--- src/sv/ffsa_pkg.sv ---
// Package for the first-fit segment allocator: sizes, codes, state encoding
// and the structs shared by the top level, the segment table and the adder.
// No dependencies.
`default_nettype none

package ffsa_pkg;

  localparam int SEGMENTS = 64;
  localparam int ADDR_W   = 32;
  localparam int HDR_W    = 8;
  localparam int IDX_W    = $clog2(SEGMENTS);
  localparam int CNT_W    = IDX_W + 1;
  localparam int ALU_W    = ADDR_W + 2;

  localparam logic KIND_ALLOC = 1'b0;
  localparam logic KIND_FREE  = 1'b1;

  typedef enum logic [1:0] {
    ST_OK       = 2'd0,
    ST_NULL     = 2'd1,
    ST_NOMEM    = 2'd2,
    ST_NOTFOUND = 2'd3
  } status_t;

  typedef enum logic [1:0] {
    REG_HEAP_BASE    = 2'd0,
    REG_HEAP_LIMIT   = 2'd1,
    REG_HEADER_BYTES = 2'd2
  } cfg_idx_t;

  typedef enum logic [3:0] {
    S_IDLE,
    S_DECIDE,
    S_SCAN,
    S_FREE_MAX,
    S_SPLIT_TOP,
    S_SPLIT_LIM,
    S_SPLIT_NEW,
    S_SPLIT_OLD,
    S_APP_SUM,
    S_APP_TOP,
    S_APP_LIM,
    S_APP_NEW,
    S_APP_LINK,
    S_FINISH
  } state_t;

  typedef struct packed {
    logic [ADDR_W-1:0] start;
    logic [ADDR_W-1:0] length;
    logic              is_free;
    logic [IDX_W-1:0]  link;
  } entry_t;

  typedef struct packed {
    logic start;
    logic length;
    logic is_free;
    logic link;
  } wmask_t;

  typedef struct packed {
    logic [ALU_W-1:0] sum;
    logic             borrow;
    logic             zero;
  } alu_res_t;

endpackage

`default_nettype wire

--- src/sv/ffsa_alu.sv ---
// Shared add / subtract-compare unit of the allocator sequencer.
// Depends on ffsa_pkg.
`default_nettype none

module ffsa_alu (
  input  logic [ffsa_pkg::ALU_W-1:0] a,
  input  logic [ffsa_pkg::ALU_W-1:0] b,
  input  logic                       sub,
  output ffsa_pkg::alu_res_t         res
);
  import ffsa_pkg::*;

  logic [ALU_W-1:0] b_op;
  logic [ALU_W:0]   full;

  assign b_op = sub ? ~b : b;
  assign full = {1'b0, a} + {1'b0, b_op} + {{ALU_W{1'b0}}, sub};

  assign res.sum    = full[ALU_W-1:0];
  assign res.borrow = sub & ~full[ALU_W];
  assign res.zero   = (full[ALU_W-1:0] == '0);

endmodule

`default_nettype wire

--- config.mk ---
export PLATFORM = sky130hd
export DESIGN_NAME = ffsa_alu
export DESIGN_NICKNAME = d
export VERILOG_FILES = /design/src/sv/ffsa_pkg.sv /design/src/sv/ffsa_alu.sv
export SDC_FILE = /design/constraint.sdc
export NUM_CORES = 1
export LEC_CHECK = 0
export BUFFER_PORTS_ARGS = -buffer_cell sky130_fd_sc_hd__buf_2
export CORE_MARGIN = 8
export CORE_UTILIZATION = 35
export DETAILED_ROUTE_END_ITERATION = 6
export PLACE_DENSITY = 0.62
export SETUP_SLACK_MARGIN = 0.2
export SYNTH_ARGS = -nofsm -noshare
export SYNTH_HDL_FRONTEND = slang
export SYNTH_SLANG_ARGS = --single-unit
--- constraint.sdc ---
create_clock -name vclk -period 9.2
set_input_delay 0.46 -clock vclk [all_inputs]
set_output_delay 0.46 -clock vclk [all_outputs]
set_load 0.01 [all_outputs]
# Word-level counts from Yosys, hierarchy flattened
# Cells that the tools add are included.
# Widths: inputs -> output; s select.
[classes]
reduce_logical = 1
add_sub_neg = 2
n_bitwise = 3
n_mux = 1
[op_table]
columns = ["operator", "count"]
rows = [
  ["$add 34x34->35", 1],
  ["$add 35x1->35", 1],
  ["$logic_not 34->1", 1],
  ["$mux 34", 1],
  ["$not 34->34", 1],
  ["$and 1x1->1", 1],
  ["$not 1->1", 1],
]
[word_totals]
regBits = 0
wordCells = 7
in_bits = 69

# Logic depth before layout (Yosys ltp)
[depth]
ltp_word = 6
depth_mapped = 15

# Worst setup path before layout
# No wires, ideal clock.
[synth_path]
path_kind = "input to output"
from = "input port sub"
to = "output port res[0] (netlist bit)"
required_ns = 8.740
path_slack_ns = 4.963
cell_stages = 14
arrival_time_ns = 3.777
cell_sequence = "buf_6 -> clkbuf_1 -> xor2_1 -> ha_1 -> nor2b_1 -> o21bai_1 -> a2111o_1 -> a21oi_1 -> nor2_1 -> xnor2_1 -> or4_1 -> nor3_1 -> nand4_1 -> nor4_2"
[synth_rtl]
columns = ["item", "line", "rtl"]
rows = [
  ["start, declared", "ffsa_alu.sv:8", "input logic sub,"],
  ["end, declared", "ffsa_alu.sv:9", "output ffsa_pkg::alu_res_t res"],
]

==> impl_metrics.yaml <==
layout:
  seq_cell_count: 0
  synthToLayoutAreaGrowth_pct: 23.59
  nNetsFinal: 545
  nClkBuffers: 0
  final_core_utilization: 0.4471
  diodes: 0
  fin_area_sq_um: 3054
  drive_gt1_frac: 0.2792
  fillers: 750
  area.sequential_sq_um: 0
  instances_no_fill: 533
detailed_routing:
  drcViolationCount: 0
  drt_wl_total_mm: 7.760
  post_drt_via_cell_ratio: 5.263
  wl_per_cell_um: 14.56
  vias: 2805
  antenna_left: 0
  drt_pass1_iterations: 4
  drt_iter0_markers: 114
pwr:
  ir_drop_mv: 0.05855
  p_per_area_nw_per_um2: 118.6
  p_leak_nw: 1.419
sta:
  tns_ns: 0
  rsz0062_at_grt: "false"
  finalHoldViolations: 0
  min_period_over_period: 0.5167
  fin_ws_ns: 4.446
  setup_violations: 0
  post-route-min-period_ns: 4.754
  tightest_slew_ns: 0.5459
  maxSlewViolCount: 0
  clock.fmax_mhz: 210.4
  slew-limit-headroom: 0.6361
floorplanning:
  chipWidth_um: 100.0
  die_h_um: 100.0
  die_area_sq_um: 10010
  io_pins: 105
  start_util: 0.3617
  rows: 30
  core_sq_um: 6832
grt:
  grt_pass1_vias: 2909
  grt_pass1_wl_mm: 13.19
  grt_remaining_overflow: 0
  antenna_found_initial: 0
  grt_max_degree: 36
  grt.total_usage: 0.1514
placement:
  place_area_sq_um: 3054
  place_worst_setup_slack_ns: 4.442
  dp_cells: 533
  dpl.hpwl_mm: 6.787
  port_buffers: 105
  place_congestion: 0.8456
synth:
  ys_seq_area_frac: 0
  synth_top_cell_by_area: "ha_1"
  yosysWarnings: 0
  synth_area_leaders: "ha_1 18%, xor2_1 17%, a21oi_1 8.1%"
  ys_types: 57
  synthTopCellsByCount: "47 x xor2_1, 40 x a21oi_1, 36 x ha_1, 30 x nand2_1, 26 x nor2_1"
  synth.net_count: 451
  synth_cells: 345
  synth_top_area_frac: 0.1823
  yosysMostFrequentCell: "xor2_1"
  synth.avg_cell_area_sq_um: 7.163
  synthesis.area_sq_um: 2471
clocking:
  cts_hold_buf: 0
  cts_resized: 0
  postCtsSetupRepairBufs: 0
critical_path:
  worstPathMaxFanout: 35
  critPathArrivalTime_ns: 4.29
  criticalPathCategory: "primary input to primary output"
  critPathLaunchType: "primary input"
  setup.worst_path.start: "sub"
  cp.required_ns: 8.74
  critical_path.endpoint_type: "primary output"
flow_run:
  cap_viol_max_count: 0
worst_hold_path:
  hold_class: "primary input to primary output"
  hold_start: "a[0]"
run_status:
  status: "completed"
-- layout by cell type, fill, tap and decap left out, drive strengths merged, types with 3 or more instances in the layout --
master | netlist | final
nor2 | 26 | 26
buf | 4 | 106
xnor2 | 16 | 16
ha | 36 | 36
nor2b | 6 | 6
a211oi | 4 | 4
a21o | 7 | 7
nand4 | 10 | 10
o21ai | 26 | 26
nand2b | 4 | 4
nor4 | 3 | 3
nand3 | 5 | 5
nor3 | 9 | 9
nand2 | 31 | 31
o21bai | 3 | 3
o21a | 4 | 4
o31ai | 5 | 5
a21oi | 43 | 43
a31oi | 6 | 6
xor2 | 47 | 47
inv | 10 | 10
or3 | 3 | 3
-- routing by layer --
layer / GRT usage / routed length, um / vias up
met5: 0 / 0 / -
met3: 0.02284 / 440 / 4
met1: 0.2006 / 3695 / 1283
met4: 0.009302 / 45 / 0
li1: - / - / 1445
met2: 0.2606 / 3578 / 73
-- cell families (layout without fill, tap and decap cells) --
family / after synthesis / count (layout) / synth area share
buffers and inverters: 24 / 116 / 0.04355
adder cells (fa/ha/maj): 37 / 37 / 0.1904
AO/OA/AOI/OAI: 114 / 114 / 0.3185
multiplexers: 2 / 2 / 0.01316
XOR/XNOR: 63 / 63 / 0.2233
AND/OR/NAND/NOR: 105 / 105 / 0.2111
-- where the power goes --
part | switching (W) | internal, W
Clock | 0 | 0
Combinational | 0.000216 | 0.000146
Sequential | 0 | 0
-- metrics by stage --
step                total power [W]  hold WS, ns
detailed placement        0.0003627        1.279
global route              0.0004025        1.302
global placement          0.0003615        1.273
finish                    0.0003621        1.274
CTS                       0.0003646        1.280
floorplan                 0.0002475        1.007
-- path summary, 6_finish.rpt --
path / depth (start not counted) / endpoint
max: 16 / res[0]
min: 3 / res[2]
-- final cells by class --
cell class	count	area (sq um)	share of cell area
timing repair buffer	106	533.0	0.1745
multi-input combinational	321	2364	0.7739
inverter	10	37.54	0.01229
tap	96	120.1	0.03933
-- critical path, stage by stage --
cell and delay (ns):
buf_2 0.08, buf_4 0.45, xor2_1 0.24, inv_1 0.08, fa_1 0.43, nor2b_1 0.22, o21bai_1 0.14, a2111o_1 0.48
a21oi_1 0.22, nor2_1 0.09, xnor2_1 0.14, or4_1 0.53, nor3_1 0.14, nand4_1 0.16, nor4_2 0.26, buf_2 0.18
Note: power is estimated with default switching activity, not from simulation.
