`src/sv/ffsa_pkg.sv`:
```
// Package for the first-fit segment allocator: sizes, codes, state encoding
// and the structs shared by the top level, the segment table and the adder.
// No dependencies.
`default_nettype none

package ffsa_pkg;

  localparam int SEGMENTS = 64;
  localparam int ADDR_W   = 32;
  localparam int HDR_W    = 8;
  localparam int IDX_W    = $clog2(SEGMENTS);
  localparam int CNT_W    = IDX_W + 1;
  localparam int ALU_W    = ADDR_W + 2;

  localparam logic KIND_ALLOC = 1'b0;
  localparam logic KIND_FREE  = 1'b1;

  typedef enum logic [1:0] {
    ST_OK       = 2'd0,
    ST_NULL     = 2'd1,
    ST_NOMEM    = 2'd2,
    ST_NOTFOUND = 2'd3
  } status_t;

  typedef enum logic [1:0] {
    REG_HEAP_BASE    = 2'd0,
    REG_HEAP_LIMIT   = 2'd1,
    REG_HEADER_BYTES = 2'd2
  } cfg_idx_t;

  typedef enum logic [3:0] {
    S_IDLE,
    S_DECIDE,
    S_SCAN,
    S_FREE_MAX,
    S_SPLIT_TOP,
    S_SPLIT_LIM,
    S_SPLIT_NEW,
    S_SPLIT_OLD,
    S_APP_SUM,
    S_APP_TOP,
    S_APP_LIM,
    S_APP_NEW,
    S_APP_LINK,
    S_FINISH
  } state_t;

  typedef struct packed {
    logic [ADDR_W-1:0] start;
    logic [ADDR_W-1:0] length;
    logic              is_free;
    logic [IDX_W-1:0]  link;
  } entry_t;

  typedef struct packed {
    logic start;
    logic length;
    logic is_free;
    logic link;
  } wmask_t;

  typedef struct packed {
    logic [ALU_W-1:0] sum;
    logic             borrow;
    logic             zero;
  } alu_res_t;

endpackage

`default_nettype wire

```
`src/sv/ffsa_table.sv`:
```
// Segment table: start, length, free mark and link memories with one
// masked write port and one registered read port. Depends on ffsa_pkg.
`default_nettype none

module ffsa_table (
  input  logic                       clk,
  input  logic [ffsa_pkg::IDX_W-1:0] rd_addr,
  output ffsa_pkg::entry_t           rd_data,
  input  logic [ffsa_pkg::IDX_W-1:0] wr_addr,
  input  ffsa_pkg::wmask_t           wr_mask,
  input  ffsa_pkg::entry_t           wr_data
);
  import ffsa_pkg::*;

  logic [ADDR_W-1:0] mem_start   [SEGMENTS];
  logic [ADDR_W-1:0] mem_length  [SEGMENTS];
  logic              mem_is_free [SEGMENTS];
  logic [IDX_W-1:0]  mem_link    [SEGMENTS];

  always_ff @(posedge clk) begin
    if (wr_mask.start) begin
      mem_start[wr_addr] <= wr_data.start;
    end
    if (wr_mask.length) begin
      mem_length[wr_addr] <= wr_data.length;
    end
    if (wr_mask.is_free) begin
      mem_is_free[wr_addr] <= wr_data.is_free;
    end
    if (wr_mask.link) begin
      mem_link[wr_addr] <= wr_data.link;
    end
  end

  always_ff @(posedge clk) begin
    rd_data.start   <= mem_start[rd_addr];
    rd_data.length  <= mem_length[rd_addr];
    rd_data.is_free <= mem_is_free[rd_addr];
    rd_data.link    <= mem_link[rd_addr];
  end

endmodule

`default_nettype wire

```
`config.mk`:
```
export PLATFORM = sky130hd
export DESIGN_NAME = ffsa_table
export DESIGN_NICKNAME = d
export VERILOG_FILES = /design/src/sv/ffsa_pkg.sv /design/src/sv/ffsa_table.sv
export SDC_FILE = /design/constraint.sdc
export NUM_CORES = 2
export LEC_CHECK = 0
export ABC_CLOCK_PERIOD_IN_PS = 3500
export BUFFER_PORTS_ARGS = -buffer_cell sky130_fd_sc_hd__buf_2
export CAP_MARGIN = 20
export CORE_MARGIN = 5
export CORE_UTILIZATION = 50
export CTS_CLUSTER_SIZE = 25
export DETAILED_ROUTE_END_ITERATION = 6
export PLACE_DENSITY = 0.65
export SLEW_MARGIN = 10
export SYNTH_ARGS = -nofsm -noshare
export SYNTH_HDL_FRONTEND = slang
export SYNTH_MEMORY_MAX_BITS = 65536
export SYNTH_SLANG_ARGS = --single-unit
```
`constraint.sdc`:
```
create_clock -name clk -period 3.5 [get_ports clk]
set_input_delay 0.7 -clock clk [delete_from_list [all_inputs] [get_ports clk]]
set_output_delay 0.7 -clock clk [all_outputs]
set_load 0.02 [all_outputs]
```
=== After elaboration in Yosys (flattened, before gate mapping) ===
Memory sizes are Yosys's and may differ from the RTL's. A register that Yosys moved wholly into a read port is not among the register bits.
Index checks and enable logic that the tools add are counted.

* Bits in registers: 0
* Memory bits (writable): 4544
* Bits of input ports: 88
* Output and inout port bits: 71
* Logic and storage cells: 12
* Memories kept: 4

{| class="wikitable"
|+ Memory list
! memory !! depth !! width !! read ports !! clocked after memory_dff !! wr ports !! line !! text
|-
| mem_length || 64 || 32 || 1 || 1 || 1 || ffsa_table.sv:16 || <nowiki>logic [ADDR_W-1:0] mem_length [SEGMENTS];</nowiki>
|-
| mem_start || 64 || 32 || 1 || 1 || 1 || ffsa_table.sv:15 || <nowiki>logic [ADDR_W-1:0] mem_start [SEGMENTS];</nowiki>
|-
| mem_link || 64 || 6 || 1 || 1 || 1 || ffsa_table.sv:18 || <nowiki>logic [IDX_W-1:0] mem_link [SEGMENTS];</nowiki>
|-
| mem_is_free || 64 || 1 || 1 || 1 || 1 || ffsa_table.sv:17 || <nowiki>logic mem_is_free [SEGMENTS];</nowiki>
|}

* Muxes and demuxes: 8

{| class="wikitable"
|+ Operator list
! operator !! count
|-
| $mux 1 || 8
|}

=== Longest topological paths before layout ===
* Depth in word-level cells: 2
* Gate-level depth with buffers: 9
* Depth with buffers taken out: 5

=== Worst setup path before layout ===
Ideal clock, no wire load.

* Path type: input -> register
* From: input wr_addr[2] (netlist bit)
* To: memory mem_length[44][0] (enable)
* Setup time: 392 ps
* Data arrival time: 2527 ps
* Data required time: 3108 ps
* Setup slack: 581 ps
* Stages on the path: 5
* Path buffers: 2
* Cells stage by stage: clkbuf_1 > or3b_2 > clkbuf_1 > nor2_1 > and2_1

{| class="wikitable"
|+ RTL lines
! item !! line !! text
|-
| from (decl) || ffsa_table.sv:9 || <nowiki>input logic [ffsa_pkg::IDX_W-1:0] wr_addr,</nowiki>
|-
| to (decl) || ffsa_table.sv:16 ||
|}

Straight into the memory's write port.

=== Worst setup path in the final report ===
* From: register rd_data[1] (netlist name)
* To: output rd_data[1] (netlist bit)

{| class="wikitable"
|+ RTL lines
! item !! line !! text
|-
| to (decl) || ffsa_table.sv:8 || <nowiki>output ffsa_pkg::entry_t rd_data,</nowiki>
|}

No word-level cell between the ends.

==> flow_summary.toml <==
[routing]
viasPerCell = 6.49
ant_nets = 0
drt_first_pass_iters = 6
vias = 86555
avgRoutedWirePerCell_um = 35.9
drtIter0Drc = 12533
routed_wl_um = 478000
drcViolationCount = 0

[timing]
fin_skew_ps = 40.9
fin_crit_ps = 2780
slew_violations = 0
period_share_pct = 79.5
max_slew_margin_pct = 17.6
setup_viol = 0
rsz0062_at_grt = "false"
setup_tns_ps = 0
tightest_slew_ps = 1230
timing.fmax_ghz = 0.359
hold_viol = 0
hold_slack_ps = 107

[logic_synthesis]
synth_ff_type = "edfxtp_1"
postSynthAreaPerCell_um2 = 23.3
synth-edff-count = 4544
syn-num-nets = 7577
synth_cells = 7489
ys_ff_latch = 4615
syn-cell-area_um2 = 175000
yosysWarnings = 0
synth-async-reset-ratio_pct = 0
synth_cell_types = 30
seq_area_frac_synth_pct = 79.0

[final_layout]
fin_nets = 8355
drive_gt1_share_pct = 31.4
final_common_cell = "edfxtp_1"
area_growth_pct = 16.0
final_cell_mix = "edfxtp_1 (4,544), mux4_2 (1,136), clkbuf_16 (451), buf_4 (331), buf_12 (289)"

[die]
initial_utilization_pct = 50.1
io_pins = 159
num_rows = 217
dieArea_um2 = 361000
chipWidth_um = 601
die_h_um = 601
coreArea_um2 = 349000

[worst_setup_path]
cp_cell_sequence = "buf_2"
startpoint_type = "flop"
path_buf_inv = 1
critical_path.slowest_cell = "dfxtp_1"
critPathTopFamily = "flip-flops"
worstSetupEndpointType = "output pin"
crit_required_ps = 2800
crit_path_max_fanout = 10
path_class = "reg -> out"
arrival_ps = 2080
max_stage_delay_ps = 810

[grt]
overflow = 0
first_global_vias = 86166
track_usage_pct = 26.2
grt_pass1_wl_um = 671000
grt_max_degree = 76
antenna_found_initial = 83

[clocking]
cts_made_buffers = 447
cts_setup_buffers = 0
htreeDepth = 5
clockBufferDepth = 4
cts.repair.resized = 0
cts_hold_buffers = 0
path_clk_slew_ps = 60
cts_tree = "yes"
clock_latency_ps = 980
cts_num_sinks = 4615
ctsRootBufferMaster = "clkbuf_16"

[min_path]
hold_class = "in -> reg"

[power_and_ir_drop]
p_comb_share_pct = 5.2
switching_power_mw = 24.5
p_sw_share_pct = 21.1
power_density_nw_per_um2 = 574
power_mw = 116
p_seq_share_pct = 52.9
power_leakage_nw = 64.1
clock_power_share_pct = 41.9
p_int_mw = 91.8
ir_drop_uv = 515

[run_status]
status = "complete, no violations"

[place]
dp_hpwl_um = 282000
portBuffers = 158
gp_routability_congestion = 0.827

[flow_run]
maxCapViolations = 0
## power groups by stage
stage,Clock (mW),Sequential (mW),Combinational [mW]
after floorplan,0,62.6,2.87
after global placement,0,62.6,5.84
after detailed placement,0,62.7,5.96
after CTS,49.3,61.5,5.97
after global routing,51.9,61.4,6.41
final,48.7,61.4,6.08
## worst reg2reg max path, stage by stage, from the launching register on
cell,delay (ps)
edfxtp_1,370
mux4_2,460
nor2b_1,140
a211oi_1,450
o22ai_1,310
buf_4,270
and3_1,170
## final cells by class
class / instances / area, um2
fill: 24526 / 146000
sequential: 4615 / 138000
multi-input combinational: 2428 / 34700
clock buffer: 581 / 12100
timing repair buffer: 775 / 9090
tap: 4599 / 5750
clock inverter: 262 / 2830
antenna: 71 / 178
## logic make-up after synthesis
family                 Yosys count  share of synthesized area, %
AO/OA/AOI/OAI                  614                          2.58
flip-flops                    4615                          79.0
buffers and inverters          446                          1.25
multiplexers                  1276                          15.5
AND/OR/NAND/NOR                538                          1.72
## cells in the mapped netlist (all sizes together) (46+ instances only)
cell / instances / area share [%]
a211oi: 46 / 0.20
nand3: 100 / 0.29
a22oi: 284 / 1.2
o221ai: 74 / 0.37
edfxtp: 4544 / 78
o22ai: 139 / 0.50
dfxtp: 71 / 0.81
mux2i: 138 / 0.79
nor2: 68 / 0.15
clkbuf: 160 / 0.34
mux4: 1136 / 15
and2: 254 / 0.91
buf: 286 / 0.91
## layer usage
metal	vias up	track usage, %	wire, um
li1	33880	-	-
met1	46443	38.0	182000
met2	5347	39.6	219000
met3	835	7.55	61400
met4	50	7.22	15100
met5	-	0	554
## through the flow
stage	cells	util, %	worst slack, ps	area (um2)
5_1_grt	13269	58.0	675	202000
3_3_place_gp	12372	53.5	32.7	187000
2_1_floorplan	7489	-	581	175000
4_1_cts	13215	57.8	673	201000
6_report	13331	58.1	716	203000
3_5_place_dp	12372	53.5	5.70	187000
## sequential cells by signal (all words and copies together), names as in the netlist
signal and cells:
mem_is_free 64, mem_length 2048, mem_link 384, mem_start 2048, rd_data 71
## worst paths after layout
kind | depth (start not counted) | from | endpoint | slack [ps]
max | 1 | rd_data[1] | rd_data[1] | 720
min | 1 | wr_data[28] | mem_length[3][21] | 110
max reg2reg | 6 | mem_start[38][21] | rd_data[60] | 1230
min reg2reg | 3 | mem_start[44][14] | rd_data[53] | 780
(Power assumes the default switching activity.)
